### src/dcap_pkg.sv
// shared types and codes for the datagram capsule deframer
// used by dcap_parser and datagram_capsule_deframer; no dependencies
package dcap_pkg;

  localparam int unsigned LEN_W = 62;

  typedef enum logic [2:0] {
    PH_TYPE      = 3'd0,
    PH_LEN_FIRST = 3'd1,
    PH_LEN_MORE  = 3'd2,
    PH_CONTEXT   = 3'd3,
    PH_PAYLOAD   = 3'd4,
    PH_SKIP      = 3'd5,
    PH_HALT      = 3'd6
  } phase_t;

  typedef logic [3:0] kind_t;

  localparam kind_t KIND_HEADER      = 4'd0;
  localparam kind_t KIND_PAYLOAD     = 4'd1;
  localparam kind_t KIND_EMPTY       = 4'd2;
  localparam kind_t KIND_BAD_TYPE    = 4'd3;
  localparam kind_t KIND_BAD_CONTEXT = 4'd4;
  localparam kind_t KIND_ZERO_LEN    = 4'd5;
  localparam kind_t KIND_TOO_LARGE   = 4'd6;
  localparam kind_t KIND_SKIPPED     = 4'd7;
  localparam kind_t KIND_HALTED      = 4'd8;

  localparam logic [2:0] REG_MAX_PAYLOAD = 3'd0;

  typedef struct packed {
    kind_t            kind;
    logic [7:0]       payload_byte;
    logic             last;
    logic [LEN_W-1:0] datagram_length;
  } result_t;

endpackage

### src/dcap_parser.sv
// per-word capsule parser: phase, varint accumulator and payload countdown
// produces one result per accepted word; depends on dcap_pkg
module dcap_parser (
  input  logic                        clk,
  input  logic                        rst,
  input  logic                        step,
  input  logic [7:0]                  byte_in,
  input  logic [15:0]                 max_payload,
  output dcap_pkg::result_t           res
);

  dcap_pkg::phase_t            phase, phase_next;
  logic [dcap_pkg::LEN_W-1:0]  varint_accum, varint_accum_next;
  logic [2:0]                  varint_bytes_left, varint_bytes_left_next;
  logic [dcap_pkg::LEN_W-1:0]  payload_left, payload_left_next;
  logic [16:0]                 max_plus1;
  logic                        too_large;

  // plen > max  <=>  accum > max + 1, avoids a subtract ahead of the compare
  assign max_plus1 = {1'b0, max_payload} + 17'd1;
  assign too_large = (|varint_accum[dcap_pkg::LEN_W-1:17]) ||
                     (varint_accum[16:0] > max_plus1);

  always_ff @(posedge clk) begin
    if (rst) begin
      phase             <= dcap_pkg::PH_TYPE;
      varint_accum      <= '0;
      varint_bytes_left <= '0;
      payload_left      <= '0;
    end else if (step) begin
      phase             <= phase_next;
      varint_accum      <= varint_accum_next;
      varint_bytes_left <= varint_bytes_left_next;
      payload_left      <= payload_left_next;
    end
  end

  always_comb begin
    phase_next             = phase;
    varint_accum_next      = varint_accum;
    varint_bytes_left_next = varint_bytes_left;
    payload_left_next      = payload_left;
    res.kind               = dcap_pkg::KIND_HEADER;
    res.payload_byte       = '0;
    res.last               = 1'b0;
    res.datagram_length    = '0;
    unique case (phase)
      dcap_pkg::PH_TYPE: begin
        if (byte_in != 8'd0) begin
          res.kind   = dcap_pkg::KIND_BAD_TYPE;
          phase_next = dcap_pkg::PH_HALT;
        end else begin
          phase_next = dcap_pkg::PH_LEN_FIRST;
        end
      end
      dcap_pkg::PH_LEN_FIRST: begin
        varint_accum_next = {{(dcap_pkg::LEN_W-6){1'b0}}, byte_in[5:0]};
        // top two bits give 1, 2, 4 or 8 bytes in all
        unique case (byte_in[7:6])
          2'd0:    varint_bytes_left_next = 3'd0;
          2'd1:    varint_bytes_left_next = 3'd1;
          2'd2:    varint_bytes_left_next = 3'd3;
          default: varint_bytes_left_next = 3'd7;
        endcase
        phase_next = (byte_in[7:6] == 2'd0) ? dcap_pkg::PH_CONTEXT
                                            : dcap_pkg::PH_LEN_MORE;
      end
      dcap_pkg::PH_LEN_MORE: begin
        varint_accum_next      = {varint_accum[dcap_pkg::LEN_W-9:0], byte_in};
        varint_bytes_left_next = varint_bytes_left - 3'd1;
        if (varint_bytes_left == 3'd1) phase_next = dcap_pkg::PH_CONTEXT;
      end
      dcap_pkg::PH_CONTEXT: begin
        if (byte_in != 8'd0) begin
          res.kind   = dcap_pkg::KIND_BAD_CONTEXT;
          phase_next = dcap_pkg::PH_HALT;
        end else if (varint_accum == '0) begin
          res.kind   = dcap_pkg::KIND_ZERO_LEN;
          phase_next = dcap_pkg::PH_HALT;
        end else begin
          res.datagram_length = varint_accum - 62'd1;
          payload_left_next   = varint_accum - 62'd1;
          if (too_large) begin
            res.kind   = dcap_pkg::KIND_TOO_LARGE;
            phase_next = dcap_pkg::PH_SKIP;
          end else if (varint_accum == 62'd1) begin
            res.kind   = dcap_pkg::KIND_EMPTY;
            res.last   = 1'b1;
            phase_next = dcap_pkg::PH_TYPE;
          end else begin
            phase_next = dcap_pkg::PH_PAYLOAD;
          end
        end
      end
      dcap_pkg::PH_PAYLOAD: begin
        res.kind          = dcap_pkg::KIND_PAYLOAD;
        res.payload_byte  = byte_in;
        payload_left_next = payload_left - 62'd1;
        if (payload_left == 62'd1) begin
          res.last   = 1'b1;
          phase_next = dcap_pkg::PH_TYPE;
        end
      end
      dcap_pkg::PH_SKIP: begin
        res.kind          = dcap_pkg::KIND_SKIPPED;
        payload_left_next = payload_left - 62'd1;
        if (payload_left == 62'd1) phase_next = dcap_pkg::PH_TYPE;
      end
      default: begin
        res.kind   = dcap_pkg::KIND_HALTED;
        phase_next = dcap_pkg::PH_HALT;
      end
    endcase
  end

`ifndef SYNTHESIS
  a_halt_sticky: assert property (@(posedge clk) disable iff (rst)
    (step && phase == dcap_pkg::PH_HALT) |=> (phase == dcap_pkg::PH_HALT))
    else $error("parser left halt without reset");

  a_payload_end: assert property (@(posedge clk) disable iff (rst)
    (step && phase == dcap_pkg::PH_PAYLOAD && payload_left == 62'd1)
      |=> (phase == dcap_pkg::PH_TYPE))
    else $error("final payload word did not return to type phase");

  a_last_kind: assert property (@(posedge clk) disable iff (rst)
    res.last |-> (res.kind == dcap_pkg::KIND_PAYLOAD || res.kind == dcap_pkg::KIND_EMPTY))
    else $error("last flag on a non-data result");

  a_len_more_count: assert property (@(posedge clk) disable iff (rst)
    (phase == dcap_pkg::PH_LEN_MORE) |-> (varint_bytes_left != 3'd0))
    else $error("varint continuation with no bytes left");

  a_length_at_context: assert property (@(posedge clk) disable iff (rst)
    (res.datagram_length != '0) |-> (phase == dcap_pkg::PH_CONTEXT))
    else $error("datagram length outside the context phase");
`endif

endmodule

### src/datagram_capsule_deframer.sv
// top level of the datagram capsule deframer: register port, parser, result register
// depends on dcap_pkg and dcap_parser
//
//   channel   direction  handshake            payload
//   in        input      in_valid / in_stall  byte_in
//   out       output     out_valid/out_stall  kind, payload_byte, last, datagram_length
//   apb       input      psel/penable/pready  paddr, pwdata, prdata (max_payload at 0x0)
//
// one word per cycle while in_stall is low: a word is parsed in the cycle it is accepted and its result
// sits in the result register from the next cycle on
// in_stall is high only while a result is held and out_stall is high
// rst clears the parser to the type phase and sets max_payload to 65535
// a protocol error halts the parser until rst
module datagram_capsule_deframer (
  input  logic                       clk,
  input  logic                       rst,
  input  logic                       in_valid,
  output logic                       in_stall,
  input  logic [7:0]                 byte_in,
  output logic                       out_valid,
  input  logic                       out_stall,
  output logic [3:0]                 kind,
  output logic [7:0]                 payload_byte,
  output logic                       last,
  output logic [61:0]                datagram_length,
  input  logic                       psel,
  input  logic                       penable,
  input  logic                       pwrite,
  input  logic [2:0]                 paddr,
  input  logic [31:0]                pwdata,
  output logic [31:0]                prdata,
  output logic                       pready
);

  logic              step;
  logic [15:0]       max_payload;
  dcap_pkg::result_t res;

  assign pready   = 1'b1;
  assign prdata   = (paddr == dcap_pkg::REG_MAX_PAYLOAD) ? {16'd0, max_payload} : 32'd0;
  assign in_stall = out_valid && out_stall;
  assign step     = in_valid && !in_stall;

  always_ff @(posedge clk) begin
    if (rst) begin
      max_payload <= 16'hFFFF;
    end else if (psel && penable && pwrite && pready &&
                 paddr == dcap_pkg::REG_MAX_PAYLOAD) begin
      max_payload <= pwdata[15:0];
    end
  end

  dcap_parser u_parser (
    .clk         (clk),
    .rst         (rst),
    .step        (step),
    .byte_in     (byte_in),
    .max_payload (max_payload),
    .res         (res)
  );

  always_ff @(posedge clk) begin
    if (rst) begin
      out_valid <= 1'b0;
    end else if (!in_stall) begin
      out_valid <= in_valid;
    end
  end

  always_ff @(posedge clk) begin
    if (step) begin
      kind            <= res.kind;
      payload_byte    <= res.payload_byte;
      last            <= res.last;
      datagram_length <= res.datagram_length;
    end
  end

endmodule

### config.mk
export PLATFORM = sky130hd
export DESIGN_NAME = datagram_capsule_deframer
export DESIGN_NICKNAME = d
export VERILOG_FILES = /design/src/dcap_pkg.sv /design/src/dcap_parser.sv /design/src/datagram_capsule_deframer.sv
export SDC_FILE = /design/constraint.sdc
export NUM_CORES = 1
export LEC_CHECK = 0
export ABC_CLOCK_PERIOD_IN_PS = 8500
export BUFFER_PORTS_ARGS = -buffer_cell sky130_fd_sc_hd__buf_4
export CAP_MARGIN = 10
export CORE_UTILIZATION = 60
export CTS_CLUSTER_DIAMETER = 150
export CTS_CLUSTER_SIZE = 8
export DETAILED_ROUTE_END_ITERATION = 10
export HOLD_SLACK_MARGIN = 0.1
export PLACE_DENSITY = 0.8
export SKIP_CTS_REPAIR_TIMING = 1
export SLEW_MARGIN = 20
export SYNTH_ARGS = -nofsm -noshare
export SYNTH_HDL_FRONTEND = slang
export SYNTH_SLANG_ARGS = --single-unit
### constraint.sdc
create_clock -name clk -period 8.5 [get_ports clk]
set_clock_uncertainty 0.1 [all_clocks]
set_input_delay 0 -clock clk [delete_from_list [all_inputs] [get_ports clk]]
set_output_delay 0 -clock clk [all_outputs]
set_load 0.03 [all_outputs]
==> results.sh, run 1 <==
export IMPL_status="finished clean"
export IMPL_cts_sinks=222
export IMPL_reg2reg_slack_ns=4.48
export IMPL_synth_top_family_by_area="simple AND/OR/NAND/NOR gates"
export IMPL_worstSetupEndpointType="flip-flop"
export IMPL_cts_buffers=31
export IMPL_fin_tns_setup_ns=0
export IMPL_hold_path_depth=6
export IMPL_grt_pass1_wl_mm=51.9
export IMPL_rows=51
export IMPL_peakVddDrop_mv=0.152
export IMPL_cts_root_buffer="clkbuf_16"
export IMPL_ys_flop_type="dfxtp_1"
export IMPL_die_x_um=144
export IMPL_synth_xor_area_share_pct=5.29
export IMPL_dp_cells=1748
export IMPL_gp_congestion=0.899
export IMPL_gr_usage_all_layers_pct=31.6
export IMPL_ys_async_sr_fraction_pct=0
export IMPL_drtAntennaViolNets=0
export IMPL_maxCapViolations=0
export IMPL_drt_iter0_markers=1282
export IMPL_die_y_um=144
export IMPL_finalWirelength_mm=33.3
export IMPL_pin_count=160
export IMPL_cp_cell_sequence="ha_1 > and3_1 > and3_1 > nand2_1 > or4_1 > ha_1 > nand4_1 > nor4_1 > nand2_1 > a21oi_1 > a21oi_1 > or2_2"
export IMPL_clkTransAtPathRegs_ns=0.05
export IMPL_pwr_density_cell_mw_per_mm2=223
export IMPL_crit_type="flip-flop to flip-flop"
export IMPL_hold_class="primary input to flip-flop"
export IMPL_stdcell_count=1827
export IMPL_required_ns=8.69
export IMPL_gr_total_overflow=0
export IMPL_start_util_pct=61.7
export IMPL_viasPerCell=6.31
export IMPL_synth_cells=1448
export IMPL_yosys_warnings=0
export IMPL_hold_violations=0
export IMPL_clock_latency_ns=0.55
export IMPL_yosys_area_share_simple_pct=27.3
export IMPL_first_pass_iters=8
export IMPL_dieArea_sq_mm=0.0207
export IMPL_antenna_found_initial=0
export IMPL_dp_hpwl_mm=21.4
export IMPL_synth_distinct_cells=77
export IMPL_ys_seq_area_share_pct=43.0
export IMPL_crit_arrival_ns=4.21
export IMPL_crit_fanout=5
export IMPL_cp_start_kind="flip-flop"
export IMPL_synth_compound_area_share_pct=15.4
export IMPL_wl_per_cell_um=18.3
export IMPL_critical_path_slowest_cell="or4_1"
export IMPL_p_leak_nw=5.69
export IMPL_area_growth_pct=17.2
export IMPL_synth_area_mux_share_pct=1.16
export IMPL_tritoncts="done"
export IMPL_min_period_ns=4.02
export IMPL_mostFrequentLayoutCells="170 x nand2_1, 148 x nor2_1, 147 x dfxtp_1"
export IMPL_antennaDiodeCount=0
export IMPL_grt_max_degree=84
export IMPL_place_port_buffers=126
export IMPL_cpPeakStageDelay_ns=0.54
export IMPL_drc=0
export IMPL_p_total_w=0.00315
export IMPL_finish_net_count=1617
export IMPL_synth_enable_flop_cells=75
export IMPL_fmax_mhz=249
export IMPL_worstMarginPinSlew_ns=1.22
export IMPL_drv_slew=0
export IMPL_ff2ff_path_depth=12
export IMPL_setup_viol=0
export IMPL_relSlewSlack_pct=17.8
export IMPL_layout_drive_gt1_share_pct=13.3
export IMPL_h_tree_depth=1
export IMPL_cts_buffer_depth=3
export IMPL_synth_avg_cell_area_sq_um=8.34
export IMPL_vias=11533
export IMPL_hp_start="out_stall"
export IMPL_rsz0062_at_grt="no"
export IMPL_period_share_pct=47.3
export IMPL_final_common_cell="nand2_1"
export IMPL_rr_startpoint="max_payload[1]"
export IMPL_grt_pass1_vias=10069
export IMPL_syn_cell_area_sq_mm=0.0121
export IMPL_yosys_register_bits=222
export IMPL_synthAdderAreaFrac_pct=2.49
export IMPL_critPathLaunch="max_payload[1]"
export IMPL_worst_hold_slack_ns=0.0821
export IMPL_core_sq_mm=0.0196
export IMPL_nFillCells=1501
worst max-delay path, delay by kind of cell (launching register included):
| family | cells | cell delay (ns) |
|---|---|---|
| and+or+nand+nor | 8 | 2.08 |
| adders and majority gates | 2 | 0.54 |
| AOI/OAI and AO/OA | 2 | 0.64 |
| DFF | 1 | 0.40 |
cell type report:
cell class                      instances  area, sq um  share of cell area (%)
Tap cell                              265          332                    2.34
Timing Repair Buffer                  165         1310                    9.23
Sequential cell                       222         5190                    36.7
Inverter                               27          103                   0.725
Multi-Input combinational cell       1096         6350                    44.9
Clock buffer                           52          865                    6.11
state kept, by name, summed over array words and instances (netlist names):
register	flops
u_parser.varint_accum	62
u_parser.payload_left	62
datagram_length	62
last	1
max_payload	16
out_valid	1
payload_byte	8
kind	4
u_parser.varint_bytes_left	3
u_parser.phase	3
routing by layer:
layer | up-vias | GRT usage (%) | part of all wire [%]
li1 | 5390 | - | -
met4 | 0 | 10.8 | 2.4
met1 | 5386 | 44.1 | 42
met2 | 668 | 48.5 | 45
met3 | 89 | 6.16 | 11
met5 | - | 0 | 0
final timing paths:
| check | endpoint |
|---|---|
| max | kind[1] |
| min | u_parser.varint_accum[2] |
| max reg2reg | kind[1] |
| min reg2reg | u_parser.varint_bytes_left[1] |
power breakdown:
part	switching, W	internal [W]	total (W)
clock	0.000446	0.000676	0.00112
combinational	0.000587	0.000276	0.000862
sequential	0.0000317	0.00114	0.00117
total	0.00106	0.00209	0.00315
synth_stat cells (all sizes together), types with 7 or more instances:
master / number / share of area [%]
or4: 24 / 1.6
and2: 20 / 1.0
xor2: 32 / 2.3
and3: 19 / 0.98
a31oi: 15 / 0.78
nor2: 151 / 4.8
nand2: 171 / 5.3
clkbuf: 81 / 2.5
a22oi: 8 / 0.50
o32ai: 7 / 0.51
buf: 37 / 2.0
nor3: 56 / 2.4
mux2i: 14 / 1.2
inv: 27 / 0.84
o21ai: 72 / 3.0
nand3: 99 / 4.1
a21oi: 132 / 5.5
nor4: 42 / 2.5
xnor2: 41 / 3.0
dfxtp: 147 / 24
o211ai: 10 / 0.62
nand4: 21 / 1.1
edfxtp: 75 / 19
nor2b: 8 / 0.41
or3: 22 / 1.1
a32o: 10 / 0.83
o22ai: 11 / 0.57
ha: 24 / 2.5
logic make-up (layout without fill, tap and decap cells):
group | after synthesis | in the layout
mux | 14 | 14
fa+ha+maj | 24 | 24
simple gates | 660 | 660
compound gates | 308 | 308
other cells | 2 | 17
flops | 222 | 222
xor+xnor | 73 | 73
buf+inv | 145 | 244
stage by stage:
| stage | util, % | area, sq um | worst slack (ns) |
|---|---|---|---|
| after CTS | 70.8 | 13900 | 4.57 |
| after global routing | 72.2 | 14200 | 4.25 |
| after detailed placement | 66.4 | 13000 | 4.60 |
| final | 72.2 | 14200 | 4.48 |
| after global placement | 66.4 | 13000 | 4.63 |
| after floorplan | - | 12100 | 5.10 |
(Power assumes the default switching activity.)
==> run 2: changes to the inputs <==
- ABC_CLOCK_PERIOD_IN_PS: 8500 -> 3740
- CORE_UTILIZATION: 60 -> 59
- PLACE_DENSITY: 0.8 -> 0.78
- clock period: 8.5 -> 3.74 ns (I/O delays scaled with it)
==> results.sh, run 2 (same netlist as run 1, synthesis figures left out) <==
export IMPL_status="finished clean"
export IMPL_finish_net_count=1653
export IMPL_antennaDiodeCount=0
export IMPL_maxCapViolations=0
export IMPL_mostFrequentLayoutCells="172 x buf_4, 170 x nand2_1, 148 x nor2_1"
export IMPL_drtAntennaViolNets=0
export IMPL_die_x_um=145
export IMPL_reg_largest_list="datagram_length: 62 flops, u_parser.payload_left: 62 flops, u_parser.varint_accum: 62 flops"
export IMPL_viasPerCell=6.25
export IMPL_fmax_mhz=287
export IMPL_hold_path_depth=4
export IMPL_p_leak_nw=5.88
export IMPL_vias=11637
export IMPL_hp_start="pwdata[4]"
export IMPL_place_port_buffers=126
export IMPL_cts_buffer_depth=3
export IMPL_clock_latency_ns=0.54
export IMPL_worst_hold_slack_ns=0.123
export IMPL_area_growth_pct=19.6
export IMPL_grt_pass1_wl_mm=54.7
export IMPL_crit_type="flip-flop to flip-flop"
export IMPL_start_util_pct=61.1
export IMPL_hold_class="primary input to flip-flop"
export IMPL_gr_total_overflow=0
export IMPL_rsz0062_at_grt="no"
export IMPL_worstMarginPinSlew_ns=1.11
export IMPL_cts_buffers=31
export IMPL_period_share_pct=93.0
export IMPL_relSlewSlack_pct=25.8
export IMPL_antenna_found_initial=0
export IMPL_gp_congestion=0.936
export IMPL_critPathLaunch="max_payload[0]"
export IMPL_layout_drive_gt1_share_pct=15.6
export IMPL_drt_iter0_markers=1517
export IMPL_core_sq_mm=0.0198
export IMPL_crit_arrival_ns=3.66
export IMPL_required_ns=3.92
export IMPL_grt_pass1_vias=10511
export IMPL_final_common_cell="buf_4"
export IMPL_drc=0
export IMPL_rr_startpoint="max_payload[0]"
export IMPL_tritoncts="done"
export IMPL_worstSetupEndpointType="flip-flop"
export IMPL_cts_root_buffer="clkbuf_16"
export IMPL_crit_fanout=5
export IMPL_h_tree_depth=1
export IMPL_pin_count=160
export IMPL_peakVddDrop_mv=0.344
export IMPL_wl_per_cell_um=18.7
export IMPL_hold_violations=0
export IMPL_drv_slew=0
export IMPL_min_period_ns=3.48
export IMPL_nFillCells=1518
export IMPL_dp_hpwl_mm=23.4
export IMPL_clkTransAtPathRegs_ns=0.05
export IMPL_pwr_density_cell_mw_per_mm2=504
export IMPL_setup_viol=0
export IMPL_rows=51
export IMPL_cts_sinks=222
export IMPL_p_total_w=0.00728
export IMPL_ff2ff_path_depth=15
export IMPL_finalWirelength_mm=34.9
export IMPL_die_y_um=145
export IMPL_finish_utilization_pct=73.1
export IMPL_gr_usage_all_layers_pct=31.5
export IMPL_grt_max_degree=78
export IMPL_dieArea_sq_mm=0.0211
export IMPL_first_pass_iters=6
export IMPL_cp_start_kind="flip-flop"
export IMPL_fin_tns_setup_ns=0
==> run 2: cell count changes in the layout (fill, tap and decap cells not counted), moves of 2 or more <==
| cell | delta |
|---|---|
| buf_12 | +2 |
| buf_4 | +34 |
| dfxtp_1 | -2 |
| dfxtp_2 | +2 |
==> run 2: area by class of cell <==
type	instances	area, sq um	area share (%)
multi-input cells	1096	6360	44.0
inverters	27	103	0.710
well taps	265	332	2.29
flip-flops and latches	222	5200	36.0
repair buffers	201	1600	11.1
clock buffers	51	861	5.96
==> run 2: through the flow <==
step	area (sq um)	worst slack, ns	instances
2_1_floorplan	12100	0.342	1463
3_3_place_gp	13300	0.236	1784
3_5_place_dp	13300	0.0992	1784
4_1_cts	14200	0.0666	1835
5_1_grt	14500	0.0421	1862
6_report	14500	0.260	1862
==> run 2: worst paths after layout <==
check / slack, ns / endpoint
max reg2reg: 0.26 / kind[1]
max: 0.26 / kind[1]
min: 0.12 / max_payload[4]
min reg2reg: 0.35 / u_parser.varint_bytes_left[1]
==> run 2: critical path: stages (launching register included) <==
cell and delay, ns:
dfxtp_2 0.36, ha_2 0.19, and3_1 0.20, and3_4 0.21, nand2_1 0.09, nor2_2 0.15, nand3_1 0.11, xor2_1 0.16
ha_1 0.29, a21o_1 0.17, a21o_1 0.17, a221oi_1 0.27, o2111ai_1 0.17, a21oi_2 0.24, a21oi_1 0.08, or2_2 0.27
==> run 2: power by group <==
group	internal [W]	switching (W)	total (W)
logic	0.000707	0.00138	0.00208
registers	0.00259	0.0000684	0.00265
clock network	0.00153	0.00100	0.00254
total	0.00483	0.00245	0.00728
==> run 2: metal layers <==
metal  wire [um]  vias up  part of all wire (%)  track usage [%]
met5           0        -                     0                0
met4         872        0                   2.5             10.2
met3        3600       72                    10             6.16
met2       16000      655                    46             48.8
met1       14400     5464                    41             44.1
li1            -     5446                     -                -
